`config.mk`:
```
export PLATFORM = sky130hd
export DESIGN_NAME = evm_gas_memory_meter
export DESIGN_NICKNAME = d
export VERILOG_FILES = /design/src/rtl/gmm_pkg.sv /design/src/rtl/evm_gas_memory_meter.sv /design/src/rtl/gmm_cost.sv /design/src/rtl/gmm_meter.sv
export SDC_FILE = /design/constraint.sdc
export NUM_CORES = 2
export LEC_CHECK = 0
export ABC_AREA = 1
export BUFFER_PORTS_ARGS = -buffer_cell sky130_fd_sc_hd__buf_2
export CELL_PAD_IN_SITES_DETAIL_PLACEMENT = 0
export CELL_PAD_IN_SITES_GLOBAL_PLACEMENT = 1
export CORE_ASPECT_RATIO = 1.25
export CORE_MARGIN = 1.5
export CORE_UTILIZATION = 30
export DETAILED_ROUTE_END_ITERATION = 12
export GPL_TIMING_DRIVEN = 0
export PLACE_DENSITY = 0.63
export REMOVE_ABC_BUFFERS = 1
export SLEW_MARGIN = 20
export SYNTH_ARGS = -nofsm -noshare
export SYNTH_HDL_FRONTEND = slang
export SYNTH_HIERARCHICAL = 1
export SYNTH_SLANG_ARGS = --single-unit
```
`constraint.sdc`:
```
create_clock -name clk -period 23.8 [get_ports clk]
set_input_delay 4.76 -clock clk [delete_from_list [all_inputs] [get_ports clk]]
set_output_delay 4.76 -clock clk [all_outputs]
set_load 0.005 [all_outputs]
```
`src/rtl/gmm_pkg.sv`:
```
`timescale 1ns / 1ps

package gmm_pkg;

    localparam int GasW     = 63;
    localparam int AddrW    = 64;
    localparam int CapW     = 31;
    localparam int BytesW   = 32;
    localparam int CostW    = 44;
    localparam int WordsW   = 27;

    localparam logic [CapW-1:0] CapReset = CapW'(4 * 1024 * 1024);

    typedef enum logic [1:0] {
        CMD_START  = 2'd0,
        CMD_CHARGE = 2'd1,
        CMD_EXPAND = 2'd2
    } cmd_t;

    typedef enum logic [1:0] {
        ST_OK  = 2'd0,
        ST_OOG = 2'd1,
        ST_OOM = 2'd2
    } status_t;

    typedef struct packed {
        cmd_t             cmd;
        logic [GasW-1:0]  amount;
        logic [AddrW-1:0] offset;
        logic [AddrW-1:0] size;
    } item_t;

    typedef struct packed {
        status_t           status;
        logic [GasW-1:0]   gas_left;
        logic [BytesW-1:0] memory_bytes;
    } result_t;

endpackage

```
`src/rtl/evm_gas_memory_meter.sv`:
```
`timescale 1ns / 1ps

// Gas and memory-size meter. Each transaction on the input channel is one
// command (start, charge or expand) and yields exactly one result transaction
// with the status, the gas left and the memory size in bytes. The block takes
// one transaction per cycle while the output channel does not stall: an item
// sits in the input register, where its cost and the new meter state are
// worked out, and then lands in the result register, so the state update of
// one item is seen by the next one without a gap. The result register holds a
// result while the output channel stalls, and the input register still takes
// one more item in that time. The memory capacity register may only be written
// while no transaction is in flight.
module evm_gas_memory_meter (
    input  logic                        clk,
    input  logic                        rst_n,
    input  logic                        cfg_we,
    input  logic [gmm_pkg::CapW-1:0]    cfg_wdata,
    input  logic                        in_valid,
    output logic                        in_ready,
    input  logic [1:0]                  cmd,
    input  logic [gmm_pkg::GasW-1:0]    amount,
    input  logic [gmm_pkg::AddrW-1:0]   offset,
    input  logic [gmm_pkg::AddrW-1:0]   size,
    output logic                        out_valid,
    input  logic                        out_ready,
    output logic [1:0]                  status,
    output logic [gmm_pkg::GasW-1:0]    gas_left,
    output logic [gmm_pkg::BytesW-1:0]  memory_bytes
);

    logic [gmm_pkg::CapW-1:0] capacity_reg;
    logic                     in_valid_reg,  in_valid_next;
    gmm_pkg::item_t           item_reg;
    logic                     out_valid_reg, out_valid_next;
    gmm_pkg::result_t         result_reg;
    gmm_pkg::result_t         result;
    logic                     advance;
    logic                     fire;
    logic                     in_accept;

    assign advance   = !out_valid_reg || out_ready;
    assign fire      = in_valid_reg && advance;
    assign in_ready  = !in_valid_reg || advance;
    assign in_accept = in_valid && in_ready;

    always_comb
    begin
        in_valid_next = in_valid_reg;
        if (in_accept)
        begin
            in_valid_next = 1'b1;
        end
        else if (fire)
        begin
            in_valid_next = 1'b0;
        end

        out_valid_next = out_valid_reg;
        if (fire)
        begin
            out_valid_next = 1'b1;
        end
        else if (out_ready)
        begin
            out_valid_next = 1'b0;
        end
    end

    always_ff @(posedge clk or negedge rst_n)
    begin
        if (!rst_n)
        begin
            capacity_reg  <= gmm_pkg::CapReset;
            in_valid_reg  <= 1'b0;
            out_valid_reg <= 1'b0;
        end
        else
        begin
            if (cfg_we)
            begin
                capacity_reg <= cfg_wdata;
            end
            in_valid_reg  <= in_valid_next;
            out_valid_reg <= out_valid_next;
        end
    end

    always_ff @(posedge clk)
    begin
        if (in_accept)
        begin
            item_reg.cmd    <= gmm_pkg::cmd_t'(cmd);
            item_reg.amount <= amount;
            item_reg.offset <= offset;
            item_reg.size   <= size;
        end
        if (fire)
        begin
            result_reg <= result;
        end
    end

    gmm_meter u_meter (
        .clk      (clk),
        .rst_n    (rst_n),
        .fire     (fire),
        .item     (item_reg),
        .capacity (capacity_reg),
        .result   (result)
    );

    assign out_valid    = out_valid_reg;
    assign status       = result_reg.status;
    assign gas_left     = result_reg.gas_left;
    assign memory_bytes = result_reg.memory_bytes;

    a_ready_when_empty: assert property (@(posedge clk) disable iff (!rst_n)
        !out_valid_reg |-> in_ready)
        else $error("Input stalled while the result register was empty.");

    a_fire_fills_output: assert property (@(posedge clk) disable iff (!rst_n)
        fire |=> out_valid_reg)
        else $error("A processed transaction produced no result.");

endmodule

```
`src/rtl/gmm_cost.sv`:
```
`timescale 1ns / 1ps

module gmm_cost (
    input  logic [gmm_pkg::CapW-1:0]   end_addr,
    output logic [gmm_pkg::BytesW-1:0] rounded_bytes,
    output logic [gmm_pkg::CostW-1:0]  cost
);

    logic [gmm_pkg::BytesW-1:0]   round_sum;
    logic [gmm_pkg::WordsW-1:0]   words;
    logic [2*gmm_pkg::WordsW-1:0] words_sq;
    logic [gmm_pkg::CostW:0]      cost_full;

    // Round the end address up to whole 32-byte words.
    assign round_sum     = gmm_pkg::BytesW'(end_addr) + gmm_pkg::BytesW'(31);
    assign words         = round_sum[gmm_pkg::BytesW-1:5];
    assign rounded_bytes = {words, 5'd0};

    // Expansion cost is 3w plus the square of w divided by 512.
    assign words_sq  = words * words;
    assign cost_full = (gmm_pkg::CostW+1)'(words) + (gmm_pkg::CostW+1)'({words, 1'b0})
                     + (gmm_pkg::CostW+1)'(words_sq[2*gmm_pkg::WordsW-1:9]);
    assign cost      = cost_full[gmm_pkg::CostW-1:0];

endmodule

```
`src/rtl/gmm_meter.sv`:
```
`timescale 1ns / 1ps

module gmm_meter (
    input  logic                      clk,
    input  logic                      rst_n,
    input  logic                      fire,
    input  gmm_pkg::item_t            item,
    input  logic [gmm_pkg::CapW-1:0]  capacity,
    output gmm_pkg::result_t          result
);

    logic [gmm_pkg::GasW-1:0]   gas_reg,     gas_next;
    logic [gmm_pkg::BytesW-1:0] active_reg,  active_next;
    logic [gmm_pkg::CostW-1:0]  charged_reg, charged_next;
    gmm_pkg::status_t           status;

    logic [gmm_pkg::AddrW:0]    end_sum;
    logic                       end_wrap;
    logic                       covered;
    logic                       over_cap;
    logic [gmm_pkg::BytesW-1:0] rounded_bytes;
    logic [gmm_pkg::CostW-1:0]  cost;
    logic [gmm_pkg::CostW-1:0]  cost_diff;
    logic                       need_gas;
    logic                       exp_short;
    logic                       chg_short;

    assign end_sum  = {1'b0, item.offset} + {1'b0, item.size};
    assign end_wrap = end_sum[gmm_pkg::AddrW];
    assign covered  = end_sum[gmm_pkg::AddrW-1:0] <= gmm_pkg::AddrW'(active_reg);
    assign over_cap = end_sum[gmm_pkg::AddrW-1:0] > gmm_pkg::AddrW'(capacity);

    gmm_cost u_cost (
        .end_addr      (end_sum[gmm_pkg::CapW-1:0]),
        .rounded_bytes (rounded_bytes),
        .cost          (cost)
    );

    assign need_gas  = cost > charged_reg;
    assign cost_diff = cost - charged_reg;
    assign exp_short = gas_reg < gmm_pkg::GasW'(cost_diff);
    assign chg_short = gas_reg < item.amount;

    always_comb
    begin
        gas_next     = gas_reg;
        active_next  = active_reg;
        charged_next = charged_reg;
        status       = gmm_pkg::ST_OK;
        unique case (item.cmd)
            gmm_pkg::CMD_START:
            begin
                gas_next     = item.amount;
                active_next  = '0;
                charged_next = '0;
            end
            gmm_pkg::CMD_CHARGE:
            begin
                if (chg_short)
                begin
                    gas_next = '0;
                    status   = gmm_pkg::ST_OOG;
                end
                else
                begin
                    gas_next = gas_reg - item.amount;
                end
            end
            gmm_pkg::CMD_EXPAND:
            begin
                if (item.size == '0 || (!end_wrap && covered))
                begin
                    status = gmm_pkg::ST_OK;
                end
                else if (end_wrap)
                begin
                    status = gmm_pkg::ST_OOG;
                end
                else if (over_cap)
                begin
                    status = gmm_pkg::ST_OOM;
                end
                else if (need_gas && exp_short)
                begin
                    gas_next = '0;
                    status   = gmm_pkg::ST_OOG;
                end
                else
                begin
                    if (need_gas)
                    begin
                        gas_next     = gas_reg - gmm_pkg::GasW'(cost_diff);
                        charged_next = cost;
                    end
                    active_next = rounded_bytes;
                end
            end
            default:
            begin
                status = gmm_pkg::ST_OK;
            end
        endcase
    end

    assign result.status       = status;
    assign result.gas_left     = gas_next;
    assign result.memory_bytes = active_next;

    always_ff @(posedge clk or negedge rst_n)
    begin
        if (!rst_n)
        begin
            gas_reg     <= '0;
            active_reg  <= '0;
            charged_reg <= '0;
        end
        else if (fire)
        begin
            gas_reg     <= gas_next;
            active_reg  <= active_next;
            charged_reg <= charged_next;
        end
    end

    a_state_holds: assert property (@(posedge clk) disable iff (!rst_n)
        !fire |=> $stable(gas_reg) && $stable(active_reg) && $stable(charged_reg))
        else $error("Meter state changed without a transaction.");

    a_oom_no_change: assert property (@(posedge clk) disable iff (!rst_n)
        fire && status == gmm_pkg::ST_OOM |=> $stable(gas_reg) && $stable(active_reg))
        else $error("Out of memory changed gas or memory size.");

    a_charge_oog_empties: assert property (@(posedge clk) disable iff (!rst_n)
        fire && item.cmd == gmm_pkg::CMD_CHARGE && status == gmm_pkg::ST_OOG
        |=> gas_reg == '0)
        else $error("Failed charge did not empty the gas.");

    a_active_aligned: assert property (@(posedge clk) disable iff (!rst_n)
        active_reg[4:0] == 5'd0)
        else $error("Memory size is not a whole number of words.");

endmodule
```
# Word-level counts from Yosys, hierarchy flattened
# Cells that the tools add are included.
# totals
register_bits	462
output_inout_bits	99
# op_classes
add_sub_neg	7
multipliers	1
magnitude_cmp	5
eq_ne	7
mux	28
reduce_logical	16
# op_table
op	n
$mux W63	6
$mux W44	5
$pmux W63 S3	1
$mux W32	4
$pmux W44 S2	1
$add A64 B64 Y65	1
$gt A64 B31 Y1	1
$le A64 B32 Y1	1
$logic_not A64 Y1	1
$pmux W32 S2	1
$lt A63 B44 Y1	1
$lt A63 B63 Y1	1
$sub A63 B44 Y63	1
$sub A63 B63 Y63	1
$mul A27 B27 Y53	1
$add A29 B44 Y44	1
$gt A44 B44 Y1	1
$sub A44 B44 Y44	1
$add A31 B5 Y32 const B	1
$add A27 B28 Y29	1
$ne A2 B2 Y1 const B	4
$reduce_and A7 Y1	1
$mux W1	6
$mux W2	3
9 further kinds	18

# Longest topological paths before layout
# depth
ltp_word	12
depth_mapped	89

# Hierarchy
# The synthesis kept the hierarchy.
# modules_own_cells
module	instances	cells_each	area_per_inst_um2
gmm_meter	1	4934	27548.9
gmm_cost	1	3028	24484.7
evm_gas_memory_meter	1	433	10173.5

# Least setup slack after synthesis
# OpenSTA, ideal clock, no wires.
# synth_path
path_kind	reg2reg
from	register item_reg[0] (netlist bit)
to	register result_reg, in the netlist memory_bytes[17] (data pin)
setup_ps	255
arrival_ps	14112
slack_ps	9434
stages_incl_launch_ff	81
n_path_buf	2
period_less_slack_ps	14366
cell_sequence	edfxtp_1 ha_1 inv_1 fa_1 inv_1 nand3_1 nor2_1 inv_1 nand3_1 xor2_1 nand2_1 nor2_4 nand3_4 nor2_4 nand2_1 nor2_2 inv_1 nor2_1 [45 not listed] a21oi_1 xor2_1 ha_1 nand2_1 nor2_1 inv_1 nor3_1 nand2_1 o211ai_1 a21oi_1 nand2_1 nor2_2 nor2_2 nand2_2 buf_2 o21ai_1 o21ai_0 and2_1
# synth_lines
item	line_no	source
from (decl)	evm_gas_memory_meter.sv:33	gmm_pkg::item_t item_reg;
to (signal assigned)	evm_gas_memory_meter.sv:99	result_reg <= result;
to (decl)	evm_gas_memory_meter.sv:35	gmm_pkg::result_t result_reg;

==> reports/metrics.csv <==
metric,value,unit
TritonCTS clock tree,done,
"top cells by area, synth","fa_1 (19%), edfxtp_1 (14%), nand2_1 (12%)",
unrepaired setup endpoints after global routing,false,
Hold Buf Count CTS,0,
Max Cap Viol,0,
Worst path max stage delay,0.96,ns
upper clock frequency limit,47.8,MHz
post-CTS sizing,0,
FP Rows,186,
critical path's slowest cell,clkinv_1,
clock root cell,clkbuf_16,
most numerous cell in the Yosys netlist,nand2_1,
DRC,0,
Async SR Flop Fraction,0.372,
DR vias/cell,4.86,
CP Capture Type,flop,
WP data arrival,21.31,ns
Tcrit/Tclk final,0.879,
vias in the first global route,57889,
Post-Syn Instances,8395,
Core Region,206000,um^2
Post-synth top cells,"nand2_1 (1947), inv_1 (1775), nor2_1 (789), fa_1 (597), ha_1 (528)",
initial antenna violation count,14,
routed wire length,249000,um
FF/Latch Area,13000,um^2
die width,410,um
"EDFF count, synth",290,
Final Hold Viols,0,
clk_lat worst skew,0.70,ns
Die Area,210000,um^2
H-tree Lvls,2,
Initial DRT Pass Iterations,6,
Port Buf Inserts,327,
CP dominant cell by count,nand2_1,
crit start category,flop,
Slew headroom,0.200,
clock tree buffer depth,3,
Final ANT Viol Nets,0,
# clock sinks,462,
worst min path class,flop to flop,
sequential-to-total area share from yosys stat,0.209,
Worst Skew,0.0379,ns
"Min Clock Period, post-route",20.93,ns
via count,55847,
FILL cells,22344,
Yosys warning count,6,
largest net degree at the start of global routing,92,
total gr overflow,0,
WS Path Type,flop to flop,
smallest hold slack,0.472,ns
ys flop type,edfxtp_1,
Total GRT Usage,0.235,
"FF+latch count, synth",462,
clk slew on worst S/H paths,0.06,ns
status,completed,
synth unique cells,66,
final setup violation count,0,
share of cells above drive strength 1,0.0789,
Area Overhead vs Synth,12.1,%
Worst-Margin Slew,1.20,ns
DRT iter0 DRCs,3553,
max-slew violations,0,
placed wire-length estimate,208000,um
DR WL/cell,21.7,um
area taken by multi-input logic gates,41900,um^2
nets,10073,
Synth top area share,0.192,
CTS Buf Count,58,
post-CTS setup buffer count,0,
Synth area leader,fa_1,
number of flip-flops in the largest register,193,
I/O pin cnt,328,
Syn Area/Cell,7.41,um^2
routability cong.,0.976,
Die Y,512,um
initial core utilization,0.302,
first-pass GRT wire length,369000,um
synthesized cell area,62200,um^2
"Req. time, crit path",24.19,ns
CP Max Fanout,64,
==> path summary, 6_finish.rpt <==
| check | endpoint | start | slack [ns] | cells past startpoint |
|---|---|---|---|---|
| max | memory_bytes[10] | item_reg[3] | 2.87 | 80 |
| min | capacity_reg[22] | capacity_reg[22] | 0.47 | 2 |
| max reg2reg | memory_bytes[10] | item_reg[3] | 2.87 | 80 |
| min reg2reg | capacity_reg[22] | capacity_reg[22] | 0.47 | 2 |
| max in group asynchronous | capacity_reg[22] | rst_n | 18.86 | 2 |
| min in group asynchronous | u_meter/gas_reg[51] | rst_n | 4.02 | 1 |
==> through the flow <==
step | util | TNS (ns) | setup WS, ns | std cells | cell area, um^2
3_5_place_dp | 0.330 | 0 | 2.77 | 11384 | 67800
4_1_cts | 0.339 | 0 | 2.67 | 11493 | 69700
5_1_grt | 0.339 | 0 | 1.34 | 11494 | 69700
3_3_place_gp | 0.324 | -1658.85 | -13.39 | 11345 | 66700
2_1_floorplan | - | 0 | 3.83 | 8292 | 61600
6_report | 0.339 | 0 | 2.87 | 11495 | 69700
==> final cells by class <==
type / instances / area share
clock inverter: 37 / 0.00497
multi-input combinational: 5998 / 0.601
inverter: 1832 / 0.0989
timing repair buffer: 367 / 0.0375
clock buffer: 72 / 0.0220
antenna: 1 / 0.0000359
tap: 2726 / 0.0489
sequential: 462 / 0.187
==> cells in the final DEF (no fill, tap or decap), drive strengths merged, types with 3 or more instances in the layout <==
master    instances
and3              5
conb             49
o21bai           28
or2              21
nand3b           19
a31oi            63
bufinv            4
o2111ai           3
nor3             67
o211ai           21
o31ai             7
ha              528
inv            1826
nand4            81
o221ai           14
edfxtp          290
xor2            122
clkinv           35
fa              597
a22oi             3
buf             367
dfrtp           171
nand2          1972
a21o             28
a21boi           35
a221oi            5
a211oi            8
nor4             42
clkinvlp          4
o22ai            12
xnor2           102
and2             49
nand3           330
a21oi           473
o21a             29
clkbuf           72
nor2            837
o21ai           436
==> cell families after synthesis <==
| family | synth area share |
|---|---|
| flip-flops | 0.209 |
| multiplexers | 0.000161 |
| adder cells (fa/ha/maj) | 0.298 |
| buffers and inverters | 0.123 |
| AO/OA/AOI/OAI | 0.106 |
| AND/OR/NAND/NOR | 0.232 |
| other | 0.000121 |
| XOR/XNOR | 0.0315 |
==> critical path, delay by kind of cell (launching register included) <==
family / cells / cell delay, ns
and+or+nand+nor: 30 / 6.10
adders and majority gates: 13 / 6.01
AOI/OAI and AO/OA: 17 / 4.01
buffers and inverters: 16 / 2.23
xor gates and xnor gates: 4 / 1.63
DFF: 1 / 0.53
==> per-layer routing <==
metal | global-route usage | wire length (um) | vias to the layer above | part of all wire
met5 | 0 | 0 | - | 0
li1 | - | - | 26933 | -
met1 | 0.293 | 105000 | 27232 | 0.42
met4 | 0.0825 | 10100 | 0 | 0.040
met2 | 0.419 | 124000 | 1354 | 0.50
met3 | 0.0197 | 9950 | 328 | 0.040
Power is not shown: default switching activity piles up to over one toggle a cycle in this logic, so the estimate is an artifact.
